`src/rtl/assert_macros.svh`:
```
// Assertion helpers
`ifndef ASSERT_MACROS_SVH
`define ASSERT_MACROS_SVH
`ifndef SYNTHESIS
`define ASSERT_IMPL(label, clk, rst, prop) \
   label: assert property (@(posedge clk) disable iff (rst) prop) else $error("%m failed");
`define ASSERT_NORST(label, clk, prop) \
   label: assert property (@(posedge clk) prop) else $error("%m failed");
`else
`define ASSERT_IMPL(label, clk, rst, prop)
`define ASSERT_NORST(label, clk, prop)
`endif
`endif

```
`src/rtl/hptc_pkg.sv`:
```
package hptc_pkg;

   localparam int unsigned CsrIdxWidth = 3;
   localparam int unsigned CsrDataWidth = 48;

   typedef enum logic [CsrIdxWidth-1:0] {
      CSR_TEMP    = 3'd0,
      CSR_PRESS_A = 3'd1,
      CSR_PRESS_B = 3'd2,
      CSR_PRESS_C = 3'd3,
      CSR_HUM_A   = 3'd4,
      CSR_HUM_B   = 3'd5
   } csr_idx_type;

   typedef struct packed {
      logic [19:0] raw_pressure;
      logic [19:0] raw_temperature;
      logic [15:0] raw_humidity;
   } req_type;

   typedef struct packed {
      logic signed [31:0] temperature;
      logic [31:0]        pressure;
      logic [16:0]        humidity;
   } rsp_type;

   typedef struct packed {
      logic [47:0] temp;
      logic [47:0] press_a;
      logic [47:0] press_b;
      logic [47:0] press_c;
      logic [31:0] hum_a;
      logic [39:0] hum_b;
   } coeff_type;

   localparam int unsigned DivSteps = 32;

   function automatic logic [31:0] asr(input logic [31:0] x, input int unsigned n);
      asr = 32'($signed(x) >>> n);
   endfunction

   function automatic logic [31:0] sx16(input logic [15:0] v);
      sx16 = {{16{v[15]}}, v};
   endfunction

   function automatic logic [31:0] sx8(input logic [7:0] v);
      sx8 = {{24{v[7]}}, v};
   endfunction

endpackage

```
`src/rtl/hptc_back.sv`:
```
// Pressure correction after the divider.
module hptc_back (
   input  logic                clock,
   input  logic                reset,
   input  logic                advance,
   input  logic                in_valid,
   input  logic [31:0]         in_quot,
   input  logic                in_double,
   input  logic                in_zero,
   input  logic [31:0]         in_temp,
   input  logic [16:0]         in_hum,
   input  hptc_pkg::coeff_type coeff,
   output logic                out_valid,
   output hptc_pkg::rsp_type   out_rsp
);
   logic [31:0] p7, p8, p9, p_in;
   logic [2:0]  vld_ff;
   assign p7 = hptc_pkg::sx16(coeff.press_c[15:0]);
   assign p8 = hptc_pkg::sx16(coeff.press_c[31:16]);
   assign p9 = hptc_pkg::sx16(coeff.press_c[47:32]);
   assign p_in = in_double ? (in_quot << 1) : in_quot;

   always_ff @(posedge clock) begin
      if (reset) begin
         vld_ff <= '0;
      end else if (advance) begin
         vld_ff <= {vld_ff[1:0], in_valid};
      end
   end

   logic [31:0] p1_ff, sq_ff, b1_ff, t1_ff, t2_ff, p2_ff, a2_ff, b2_ff;
   logic [16:0] h1_ff, h2_ff;
   logic        z1_ff, z2_ff;
   always_ff @(posedge clock) begin
      if (advance) begin
         p1_ff <= p_in;
         sq_ff <= 32'((p_in >> 3) * (p_in >> 3)) >> 13;
         b1_ff <= hptc_pkg::asr(32'((p_in >> 2) * p8), 13);
         z1_ff <= in_zero;
         t1_ff <= in_temp;
         h1_ff <= in_hum;
         p2_ff <= p1_ff;
         a2_ff <= hptc_pkg::asr(32'(p9 * sq_ff), 12);
         b2_ff <= b1_ff;
         z2_ff <= z1_ff;
         t2_ff <= t1_ff;
         h2_ff <= h1_ff;
         out_rsp.temperature <= t2_ff;
         out_rsp.humidity    <= h2_ff;
         out_rsp.pressure    <= z2_ff ? 32'd0
                                : p2_ff + hptc_pkg::asr(a2_ff + b2_ff + p7, 4);
      end
   end
   assign out_valid = vld_ff[2];
endmodule

```
`config.mk`:
```
export PLATFORM = sky130hd
export DESIGN_NAME = hptc_back
export DESIGN_NICKNAME = d
export VERILOG_FILES = /design/src/rtl/assert_macros.svh /design/src/rtl/hptc_pkg.sv /design/src/rtl/hptc_back.sv
export SDC_FILE = /design/constraint.sdc
export NUM_CORES = 2
export LEC_CHECK = 0
export BUFFER_PORTS_ARGS = -buffer_cell sky130_fd_sc_hd__buf_2
export CORE_MARGIN = 2
export CORE_UTILIZATION = 67
export DETAILED_ROUTE_END_ITERATION = 8
export GPL_ROUTABILITY_DRIVEN = 0
export PLACE_DENSITY_LB_ADDON = 0.3
export SETUP_SLACK_MARGIN = 0.3
export SYNTH_ARGS = -nofsm -noshare
export SYNTH_HDL_FRONTEND = slang
export SYNTH_SLANG_ARGS = --single-unit
```
`constraint.sdc`:
```
create_clock -name clock -period 20.1 [get_ports clock]
set_input_delay 2.01 -clock clock [delete_from_list [all_inputs] [get_ports clock]]
set_output_delay 2.01 -clock clock [all_outputs]
set_load 0.05 [all_outputs]
```
# After elaboration in Yosys (flattened, before gate mapping)
# Cells that the tools add are included.
[totals]
input_bits = 351
out_inout_bits = 82
ff_bits = 325
elab_cells = 24
[classes]
n_mul = 3
mux = 1
n_addsub = 3
[ops]
columns = ["cell", "count"]
rows = [
  ["32-bit adder", 2],
  ["16-bit by 20-bit multiplier with 32-bit output", 1],
  ["29-bit by 29-bit multiplier with 32-bit output", 1],
  ["31-bit by 16-bit multiplier with 32-bit output", 1],
  ["32-bit two-way mux", 1],
  ["20-bit by 19-bit adder with 21-bit output", 1],
]

# Depth between registers and ports, before layout
[logic_depth]
ltp_word = 3
mapped_depth = 35
mapped_depth_nobuf = 32

# Least setup slack after synthesis
# No wires, ideal clock.
[synth_path]
path_type = "input to register"
start = "input in_double"
end = "register sq_ff[18], data pin"
path_stages = 30
t_arrival_ns = 9.608
path_slack_ns = 10.229
setup_ns = 0.263
n_path_buf = 6
required_ns = 19.837
path_cell_list = "buf_6 > buf_6 > buf_2 > buf_2 > mux2i_1 > clkbuf_1 > clkbuf_1 > nor2_1 > fa_1 > fa_1 > fa_1 > inv_1 > fa_1 > inv_1 > fa_1 > inv_1 > fa_1 > inv_1 > fa_1 > fa_1 > ha_1 > nor3_1 > o21ai_0 > o21ai_0 > a21oi_1 > a22o_1 > o41ai_4 > o21ai_2 > o41ai_2 > xnor2_1"
[synth_between]
elab_chain_cells = 2
[synth_lines]
columns = ["element", "line", "text"]
rows = [
  ["start: declaration", "hptc_back.sv:8", "input logic in_double,"],
  ["32-bit two-way mux", "hptc_back.sv:21", "assign p_in = in_double ? (in_quot << 1) : in_quot;"],
  ["29-bit by 29-bit multiplier with 32-bit output", "hptc_back.sv:37", "sq_ff <= 32'((p_in >> 3) * (p_in >> 3)) >> 13;"],
  ["end signal: assignment", "hptc_back.sv:37", ""],
  ["end: declaration", "hptc_back.sv:31", "logic [31:0] p1_ff, sq_ff, b1_ff, t1_ff, t2_ff, p2_ff, a2_ff, b2_ff;"],
]
# Every way passes these cells.
# A chain may end at the register's enable or synchronous reset.

# Final worst setup path
# Ends and elaborated chain as after synthesis.

==> impl_metrics.csv <==
group,metric,value,unit
synthesis,ys_async_sr_fraction,0,
sta,hold_viol,0,
critical_path,critPathLaunch,"in_double",
synthesis,ys_warn_count,0,
finish,syn_to_final_growth,6.80,%
floorplanning,dieArea,71800,um2
clock_tree,cts_sinks,325,
min_path,hold_path.class,"reg -> reg",
clock_tree,cts-root-buf,"clkbuf_16",
critical_path,cpLargestDelayFamily,"adder cells",
synthesis,synth_most_common_cell,"inv_1",
synthesis,yosys_most_used_dff,"edfxtp_1",
global_route,grt_usage,0.315,
floorplanning,core,68800,um2
synthesis,synth-seq-cells,325,
floorplanning,io_pins,433,
critical_path,required,20380,ps
floorplanning,die_x,268,um
clock_tree,cts_inserted_buffers,34,
critical_path,cp_slowest_stage_delay,830,ps
synthesis,synth_top_family_by_area,"adder cells",
finish,final_nets,6357,
clock_tree,clkTransAtPathRegs,70,ps
route,wirelength,107,mm
critical_path,crit_fanout,33,
route,dr.pass1.iters,6,
sta,fmax,94.4,MHz
synthesis,synth_area,46700,um2
critical_path,crit_buf_inv,9,
clock_tree,clockBufferDepth,3,
critical_path,crit_type,"in -> reg",
status,status,"finished, final reports clean",
run,max-cap-violations,0,
synthesis,synth_compound_area_frac,0.0428,
finish,finalInstanceArea,49800,um2
route,vias_per_cell,5.62,
sta,slew-limit-headroom,0.243,
clock_tree,hold_buffers,0,
finish,fin_util,0.724,
finish,fillerInstances,4820,
sta,fin_skew,22.0,ps
sta,setup_violations,0,
synthesis,synth_top_cell_by_area,"fa_1",
clock_tree,cts_resized,0,
global_route,grt_start_max_net_pins,204,
synthesis,yosys.area_share.adder,0.490,
route,ant_nets,0,
sta,tns,0,ps
synthesis,yosys-top-cells-area,"fa_1, edfxtp_1, ha_1",
global_route,antenna_found_initial,5,
sta,rsz0062_at_grt,"false",
floorplanning,start_util,0.678,
sta,tightest_slew,1140,ps
global_route,grt_pass1_wl,175,mm
sta,drv_slew,0,
synthesis,synthTopCellsByCount,"inv_1, fa_1, nand2_1, ha_1, edfxtp_1",
clock_tree,h-tree-depth,2,
clock_tree,cts_tree,"yes",
clock_tree,cts_setup_buffers,0,
sta,post-route-period-util,0.527,
critical_path,worstPathArrival,10870,ps
finish,drive_gt1_frac,0.0723,
placement,postPlaceCellArea,48700,um2
synthesis,synth_top_area_share,0.388,
route,wl_per_cell,18.8,um
critical_path,end_kind,"flip-flop",
synthesis,ys_types,74,
global_route,grt_pass1_vias,34800,
placement,hpwlAfterDp,82.9,mm
floorplanning,fp-row-count,96,
synthesis,synth_edf_count,322,
synthesis,syn_inst,4587,
route,vias,31900,
min_path,holdCritStartpoint,"b1_ff[18]",
synthesis,synth_xor_area_frac,0.0298,
critical_path,r2r_start,"a2_ff[1]",
critical_path,worstSetupStartpointType,"primary input",
global_route,grt.overflow.total,0,
floorplanning,die_h,268,um
critical_path,cp_common_cell,"fa_1",
route,drtIter0Drc,2523,
sta,period_minus_slack,10590,ps
synthesis,yosysSeqAreaShare,0.208,
route,drc,0,
placement,portBuffers,216,
synthesis,synth.area.mux_share,0.00858,
critical_path,slowest_stage,"buf_2",
synthesis,avgSynthCellArea,10.2,um2
synthesis,yosys.area_share.simple,0.115,
synthesis,mappedNetlistNets,6222,
clock_tree,clock_latency,550,ps
==> registers in the layout, indices dropped and copies added, names as in the netlist <==
| name | count |
|---|---|
| a2_ff | 20 |
| b1_ff | 19 |
| b2_ff | 19 |
| h1_ff | 17 |
| h2_ff | 17 |
| out_rsp | 81 |
| p1_ff | 32 |
| p2_ff | 32 |
| sq_ff | 19 |
| t1_ff | 32 |
| t2_ff | 32 |
| vld_ff | 3 |
| z1_ff | 1 |
| z2_ff | 1 |
==> cell type report <==
| type | count | area, um2 | share of cell area |
|---|---|---|---|
| clock buffer | 38 | 866 | 0.0174 |
| inverter | 1147 | 4310 | 0.0864 |
| multi-input combinational | 2954 | 32000 | 0.642 |
| sequential | 325 | 9730 | 0.195 |
| antenna | 2 | 5.00 | 0.000100 |
| clock inverter | 23 | 313 | 0.00628 |
| tap | 931 | 1160 | 0.0234 |
| timing repair buffer | 260 | 1430 | 0.0288 |
==> metrics by stage <==
stage | setup WS, ps | instances | hold WS [ps]
final | 9510 | 5680 | 414
after global routing | 9140 | 5680 | 419
after CTS | 9610 | 5678 | 415
after detailed placement | 9030 | 5617 | 405
after global placement | 9130 | 5617 | 400
after floorplan | 10230 | 4587 | 400
==> layer usage <==
layer / share of wire / track usage / routed length [um]
met3: 0.090 / 0.0572 / 9580
met5: 0.00032 / 0 / 34
met1: 0.37 / 0.397 / 39300
met4: 0.052 / 0.150 / 5610
met2: 0.49 / 0.532 / 52300
==> cells by family (layout without fill, tap and decap cells) <==
family                     Yosys count  count (layout)
AOI/OAI and AO/OA                  289             289
buffers and inverters             1308            1468
other                                0               2
adders and majority gates         1284            1284
and+or+nand+nor                   1186            1186
muxes                               38              38
xor gates and xnor gates           157             157
DFF                                325             325
==> placed cells by master, fill, tap and decap left out, drive strengths merged, types with 15 or more instances in the layout <==
cell type  netlist  layout
a211oi          16      16
a21o            46      46
a21oi           79      79
and2           230     230
and3            18      18
buf             19     260
clkbuf         142      38
clkinv           4      18
edfxtp         322     322
fa             904     904
ha             380     380
inv           1143    1144
mux2i           35      35
nand2          585     585
nand2b          27      27
nand3           17      17
nor2           226     226
nor2b           15      15
nor3            30      30
o21a            19      19
o21ai           43      43
xnor2          118     118
xor2            38      38
==> worst paths after layout <==
path	endpoint	slack, ps	depth (start not counted)
worst min-delay path	b2_ff[18]	410	0
worst min register to register	b2_ff[18]	410	0
worst max register to register	out_rsp[48]	12960	25
worst max-delay path	sq_ff[18]	9510	29
Power is left out: the tool's default activity adds up to more than one toggle a clock period on the data nets, which glitch-free logic cannot reach.
